<file path="config.mk">
export PLATFORM = sky130hd
export DESIGN_NAME = bth_ctrl
export DESIGN_NICKNAME = d
export VERILOG_FILES = /design/src/rtl/bth_pkg.sv /design/src/rtl/bth_ctrl.sv
export SDC_FILE = /design/constraint.sdc
export NUM_CORES = 1
export LEC_CHECK = 0
export BUFFER_PORTS_ARGS = -buffer_cell sky130_fd_sc_hd__buf_2
export CORE_MARGIN = 2
export CORE_UTILIZATION = 43
export CTS_BUF_LIST = sky130_fd_sc_hd__clkbuf_16
export DETAILED_ROUTE_END_ITERATION = 12
export GPL_ROUTABILITY_DRIVEN = 0
export GPL_TIMING_DRIVEN = 0
export HOLD_SLACK_MARGIN = 0.1
export PLACE_DENSITY = 0.73
export SLEW_MARGIN = 30
export SYNTH_ARGS = -nofsm -noshare
export SYNTH_HDL_FRONTEND = slang
export SYNTH_SLANG_ARGS = --single-unit
</file>
<file path="constraint.sdc">
create_clock -name clk_i -period 1.76 [get_ports clk_i]
set_input_delay 0.44 -clock clk_i [delete_from_list [all_inputs] [get_ports clk_i]]
set_output_delay 0.44 -clock clk_i [all_outputs]
set_load 0.1 [all_outputs]
</file>
<file path="src/rtl/bth_pkg.sv">
// Shared types and constants for the boundary-tag heap allocator.
package bth_pkg;

  localparam int unsigned HeapBytesDef    = 1024;
  localparam int unsigned ElementBytesDef = 8;
  localparam int unsigned TagBytesDef     = 4;
  localparam int unsigned MaxResults      = 64;

  typedef enum logic [1:0] {
    FUNC_ALLOC = 2'd0,
    FUNC_FREE  = 2'd1,
    FUNC_DUMP  = 2'd2,
    FUNC_CLEAR = 2'd3
  } func_e;

  typedef enum logic [1:0] {
    ST_OK     = 2'd0,
    ST_NOFIT  = 2'd1,
    ST_NOBUSY = 2'd2
  } status_e;

  typedef enum logic [2:0] {
    WR_NONE  = 3'd0,
    WR_CLEAR = 3'd1,
    WR_AHEAD = 3'd2,
    WR_AREM  = 3'd3,
    WR_FCUR  = 3'd4,
    WR_FPREV = 3'd5
  } wr_e;

  typedef struct packed {
    logic    start;
    logic    rd_cur;
    logic    rd_next;
    logic    lat_sz;
    logic    adv;
    logic    merge_next;
    logic    cnt_inc;
    logic    cnt_dec;
    logic    cnt_one;
    wr_e     wr;
    logic    set_res;
    status_e res_st;
    logic    res_off;
    logic    emit_res;
    logic    emit_dump;
  } cmd_t;

  typedef struct packed {
    func_e func;
    logic  n_zero;
    logic  k_zero;
    logic  at_end;
    logic  fits;
    logic  split_ok;
    logic  seen_hit;
    logic  nxt_end;
    logic  dump_last;
    logic  prv_merge;
    logic  nxt_free;
    logic  out_free;
  } sts_t;

endpackage

</file>
<file path="src/rtl/bth_ctrl.sv">
// Controller: sequences scans, splits, merges and result hand-off.
module bth_ctrl import bth_pkg::*; (
  input  logic clk_i,
  input  logic rst_ni,
  input  logic in_valid_i,
  output logic in_ready_o,
  input  sts_t sts_i,
  output cmd_t cmd_o
);

  typedef enum logic [6:0] {
    S_IDLE  = 7'b0000001,
    S_DISP  = 7'b0000010,
    S_RD    = 7'b0000100,
    S_EVAL  = 7'b0001000,
    S_AREM  = 7'b0010000,
    S_NEXT  = 7'b0100000,
    S_MPREV = 7'b1000000
  } state_e;

  state_e state_q, state_d;
  logic   fin_q, fin_d;   // result parked, waiting for the output register

  assign in_ready_o = (state_q == S_IDLE) && !fin_q;

  always_comb begin
    state_d = state_q;
    fin_d   = fin_q;
    cmd_o   = '0;
    cmd_o.wr = WR_NONE;
    cmd_o.res_st = ST_OK;
    if (fin_q) begin
      if (sts_i.out_free) begin
        cmd_o.emit_res = 1'b1;
        fin_d = 1'b0;
      end
    end else begin
      unique case (state_q)
        S_IDLE: begin
          if (in_valid_i) begin
            cmd_o.start = 1'b1;
            state_d = S_DISP;
          end
        end
        S_DISP: begin
          state_d = S_IDLE;
          unique case (sts_i.func)
            FUNC_CLEAR: begin
              cmd_o.wr = WR_CLEAR;
              cmd_o.cnt_one = 1'b1;
              cmd_o.set_res = 1'b1;
              fin_d = 1'b1;
            end
            FUNC_ALLOC: begin
              if (sts_i.n_zero) begin
                cmd_o.set_res = 1'b1;
                cmd_o.res_st = ST_NOFIT;
                fin_d = 1'b1;
              end else state_d = S_RD;
            end
            FUNC_FREE: begin
              if (sts_i.k_zero) begin
                cmd_o.set_res = 1'b1;
                cmd_o.res_st = ST_NOBUSY;
                fin_d = 1'b1;
              end else state_d = S_RD;
            end
            default: state_d = S_RD;
          endcase
        end
        S_RD: begin
          if (sts_i.at_end) begin
            cmd_o.set_res = 1'b1;
            cmd_o.res_st = (sts_i.func == FUNC_ALLOC) ? ST_NOFIT : ST_NOBUSY;
            fin_d = 1'b1;
            state_d = S_IDLE;
          end else begin
            cmd_o.rd_cur = 1'b1;
            state_d = S_EVAL;
          end
        end
        S_EVAL: begin
          case (sts_i.func)
            FUNC_ALLOC: begin
              if (sts_i.fits) begin
                cmd_o.wr = WR_AHEAD;
                cmd_o.lat_sz = 1'b1;
                if (sts_i.split_ok) state_d = S_AREM;
                else begin
                  cmd_o.set_res = 1'b1;
                  cmd_o.res_off = 1'b1;
                  fin_d = 1'b1;
                  state_d = S_IDLE;
                end
              end else begin
                cmd_o.adv = 1'b1;
                state_d = S_RD;
              end
            end
            FUNC_FREE: begin
              if (sts_i.seen_hit) begin
                cmd_o.lat_sz = 1'b1;
                if (sts_i.nxt_end) state_d = S_MPREV;
                else begin
                  cmd_o.rd_next = 1'b1;
                  state_d = S_NEXT;
                end
              end else begin
                cmd_o.adv = 1'b1;
                state_d = S_RD;
              end
            end
            default: begin
              if (sts_i.out_free) begin
                cmd_o.emit_dump = 1'b1;
                cmd_o.adv = 1'b1;
                state_d = sts_i.dump_last ? S_IDLE : S_RD;
              end
            end
          endcase
        end
        S_AREM: begin
          cmd_o.wr = WR_AREM;
          cmd_o.cnt_inc = 1'b1;
          cmd_o.set_res = 1'b1;
          cmd_o.res_off = 1'b1;
          fin_d = 1'b1;
          state_d = S_IDLE;
        end
        S_NEXT: begin
          if (sts_i.nxt_free) begin
            cmd_o.merge_next = 1'b1;
            cmd_o.cnt_dec = 1'b1;
          end
          state_d = S_MPREV;
        end
        S_MPREV: begin
          if (sts_i.prv_merge) begin
            cmd_o.wr = WR_FPREV;
            cmd_o.cnt_dec = 1'b1;
          end else cmd_o.wr = WR_FCUR;
          cmd_o.set_res = 1'b1;
          fin_d = 1'b1;
          state_d = S_IDLE;
        end
        default: state_d = S_IDLE;
      endcase
    end
  end

  always_ff @(posedge clk_i or negedge rst_ni) begin
    if (!rst_ni) begin
      state_q <= S_IDLE;
      fin_q   <= 1'b0;
    end else begin
      state_q <= state_d;
      fin_q   <= fin_d;
    end
  end

endmodule
</file>
==> out/qor.yml, run 1 <==
post-dp-hpwl_um: 2100
error: "[ERROR DPL-0038] Utilization greater than 100%, impossible to legalize"
start_util_pct: 45.3
ys_seq_area_share_pct: 22.9
synth_area_leaders: "dfrtp_1 (20%), nor4_4 (4.8%), a21o_1 (4.3%)"
dp_slack_ns: -0.777
syn_area_um2: 880
io_pins: 35
status: "stopped before the end"
yosysTopAreaCellShare_pct: 19.9
synth_area_leader_cell: "dfrtp_1"
grt_start_max_net_pins: 11
die_w_um: 49.2
syn_inst: 103
cts.sink_count: 8
synth-async-reset-ratio_pct: 100
ys_top_cells_by_count: "dfrtp_1 (7), nand2_1 (7), nor2_1 (6)"
synth_warnings: 0
syn_nets: 119
ys_types: 49
syn_avg_cell_area_um2: 8.54
clockBufferDepth: 2
cts-root-buf: "clkbuf_16"
die_y_um: 49.2
lastStage: "global routing (5_1_grt)"
synth_seq_cells: 8
worst_endpoint: "cmd_o[3]"
cts_made_buffers: 3
io_buffer_count: 33
endpoint_type: "primary output"
ys.flop_type: "dfrtp_1"
synth_edf_count: 0
rows: 16
h-tree-depth: 1
## timing repair
action,CTS
buffers inserted,16
pin swaps,12
gates resized for setup,83
hold buffers,1
endpoints found under the hold margin,7
endpoints found under the setup margin,23
## cell families after synthesis
group,synth area share [%]
multiplexers,4.84
flip-flops,22.9
AND/OR/NAND/NOR,40.4
buffers and inverters,7.40
XOR/XNOR,0.996
AO/OA/AOI/OAI,23.5
## metrics by stage
step                      TNS, ns  area, um^2  utilization, %  instances  hold WS [ns]
after floorplan            -12.40        1110               -        103         0.144
after global placement     -10.54        1310            67.6        163         0.279
after detailed placement   -11.10        1310            67.6        163         0.284
after CTS                  -10.33        1820            93.8        184         0.475
==> inputs of run 2 (changes only) <==
--- a/config.mk
+++ b/config.mk
@@ -6,14 +6,12 @@
 export NUM_CORES = 1
 export LEC_CHECK = 0
 export BUFFER_PORTS_ARGS = -buffer_cell sky130_fd_sc_hd__buf_2
-export CORE_MARGIN = 2
-export CORE_UTILIZATION = 43
-export CTS_BUF_LIST = sky130_fd_sc_hd__clkbuf_16
+export CORE_AREA = 2 2 63 65
 export DETAILED_ROUTE_END_ITERATION = 12
+export DIE_AREA = 0 0 65 67
 export GPL_ROUTABILITY_DRIVEN = 0
 export GPL_TIMING_DRIVEN = 0
-export HOLD_SLACK_MARGIN = 0.1
-export PLACE_DENSITY = 0.73
+export PLACE_DENSITY_LB_ADDON = 0.15
 export SLEW_MARGIN = 30
 export SYNTH_ARGS = -nofsm -noshare
 export SYNTH_HDL_FRONTEND = slang
==> constraint.sdc (replaced) <==
create_clock -name clk_i -period 2.3 [get_ports clk_i]
set_input_delay 0.575 -clock clk_i [delete_from_list [all_inputs] [get_ports clk_i]]
set_output_delay 0.575 -clock clk_i [all_outputs]
set_load 0.1 [all_outputs]
==> out/qor.yml, run 2 <==
timing.setup.tns_ns: -2.25
synth_warnings: 0
clkLatencyLatePin_ns: 0.23
drt_iter0_markers: 27
cts-root-buf: "clkbuf_8"
yosysTopAreaCellShare_pct: 19.9
cts.sink_count: 8
rsz0062_at_grt: "yes"
ant_nets: 0
irDropWorstVdd_mv: 0.432
n_antenna_cell: 0
critPathLaunchType: "flop"
status: "finished with violations"
synth_area_leaders: "dfrtp_1 (20%), nor4_4 (4.8%), a21o_1 (4.3%)"
cts_made_buffers: 3
hold_path.class: "primary input to async pin"
fin_ws_ns: -0.314
drt-total-wl_um: 3320
synth-async-reset-ratio_pct: 100
post-route-util_pct: 54.3
layout_common_cells: "buf_4 (25), buf_2 (15), buf_6 (13), buf_12 (13), nor4_4 (6)"
setup_violations: 15
antenna_found_initial: 0
ys_top_cells_by_count: "dfrtp_1 (7), nand2_1 (7), nor2_1 (6)"
crit_required_ns: 1.73
syn_inst: 103
dr.pass1.iters: 4
max_cap_violations: 0
whs_ns: 0.192
routedWlPerCell_um: 15.4
num-nets-final: 185
vias: 1101
syn_avg_cell_area_um2: 8.54
powerDensity_mw_per_mm2: 875
area_delta_synth_final_pct: 122
tightest_slew_ns: 0.490
die_w_um: 65
syn_nets: 119
cts_tree: "yes"
gr-total-overflow: 0
clockBufferDepth: 2
ys_types: 49
layout-drive-gt1-share_pct: 70.8
layout_commonest_cell: "buf_4"
grt_pass1_vias: 1093
grt_start_max_net_pins: 11
post-dp-hpwl_um: 2400
grt_pass1_wl_um: 5400
viasPerCell: 5.10
die_area_mm2: 0.00436
core-area_mm2: 0.00361
reg_top3: "state_q: 7 flops, fin_q: 1 flops"
critPathMaxFanout: 6
clkSlewWorstSetupHoldPaths_ns: 0.05
violations: "setup timing"
slew_headroom_pct: 67.6
rows: 22
h-tree-depth: 1
slew_violations: 0
synth_seq_cells: 8
synth_area_leader_cell: "dfrtp_1"
hold_viol: 0
grt_use_total_pct: 16.1
syn_area_um2: 880
synth_edf_count: 0
fin_crit_sh_pct: 114
ys_seq_area_share_pct: 22.9
drcViolationCount: 0
leakagePower_nw: 0.832
timing.final.crit_period_ns: 2.61
fmax_ghz: 0.383
finClkSkew_ns: 0.00883
end_kind: "output pin"
arrival_ns: 2.04
die_y_um: 67
start_util_pct: 24.4
io_pins: 35
registers.top_by_ff_count: "state_q"
io_buffer_count: 33
criticalPathCategory: "flop to output pin"
ys.flop_type: "dfrtp_1"
largest_reg_flops: 7
run 2: cell counts after synthesis:
No cell type changed its count.
run 2: kinds of logic after synthesis:
| family | count (synthesis) | synth area share (%) |
|---|---|---|
| buf+inv | 12 | 7.40 |
| flops | 8 | 22.9 |
| simple gates | 50 | 40.4 |
| compound gates | 28 | 23.5 |
| mux | 4 | 4.84 |
| xor+xnor | 1 | 0.996 |
run 2: area by class of cell:
class                      instances  area [um^2]
tap                               48         60.1
inverter                           4         15.0
multi-input combinational         83          921
buffer                             6         70.1
clock buffer                       4         45.0
sequential                         8          206
timing repair buffer              63          639
fill                             314         1650
run 2: timing repair:
item	CTS	global route
pin swaps	15	17
hold buffers	0	0
endpoints found under the setup margin	19	18
gates resized for setup	67	22
setup buffers	16	15
run 2: through the flow:
stage	area, um^2	cells	worst slack, ns	power (mW)
floorplan	1140	103	-0.982	1.02
global placement	1360	184	-0.381	1.17
detailed placement	1360	184	-0.422	1.18
CTS	1760	202	-0.342	1.62
global route	1960	216	-0.379	1.80
finish	1960	216	-0.314	1.71
run 2: report_power, final:
part / switching, mW / total (mW) / internal (mW)
Sequential: 0.0511 / 0.234 / 0.183
Clock: 0.0537 / 0.174 / 0.120
Combinational: 0.768 / 1.31 / 0.537
Total: 0.873 / 1.71 / 0.839
run 2: path summary, 6_finish.rpt:
path,cells past startpoint,start,to,slack [ns]
min in group clk_i,1,state_q[3],state_q[3],0.56
worst min register to register,1,state_q[3],state_q[3],0.56
worst max-delay path,5,state_q[4],cmd_o[17],-0.31
worst min-delay path,1,rst_ni,state_q[5],0.19
max in group asynchronous,1,rst_ni,state_q[0],1.85
worst max register to register,7,state_q[4],state_q[6],0.11
run 2: worst max-delay path, cell delays in order (launching register included):
cell and delay, ns:
dfrtp_2 0.44, buf_4 0.15, or4b_4 0.54, nor4_4 0.30
and2_4 0.22, buf_12 0.17
run 2: routing by layer:
layer,GRT usage (%),wire [um],up-vias
met5,0,0,-
met4,4.52,25,0
met3,1.86,120,4
met2,30.4,1780,38
met1,19.0,1400,535
li1,-,-,524
Note: power is estimated with default switching activity, not from simulation.
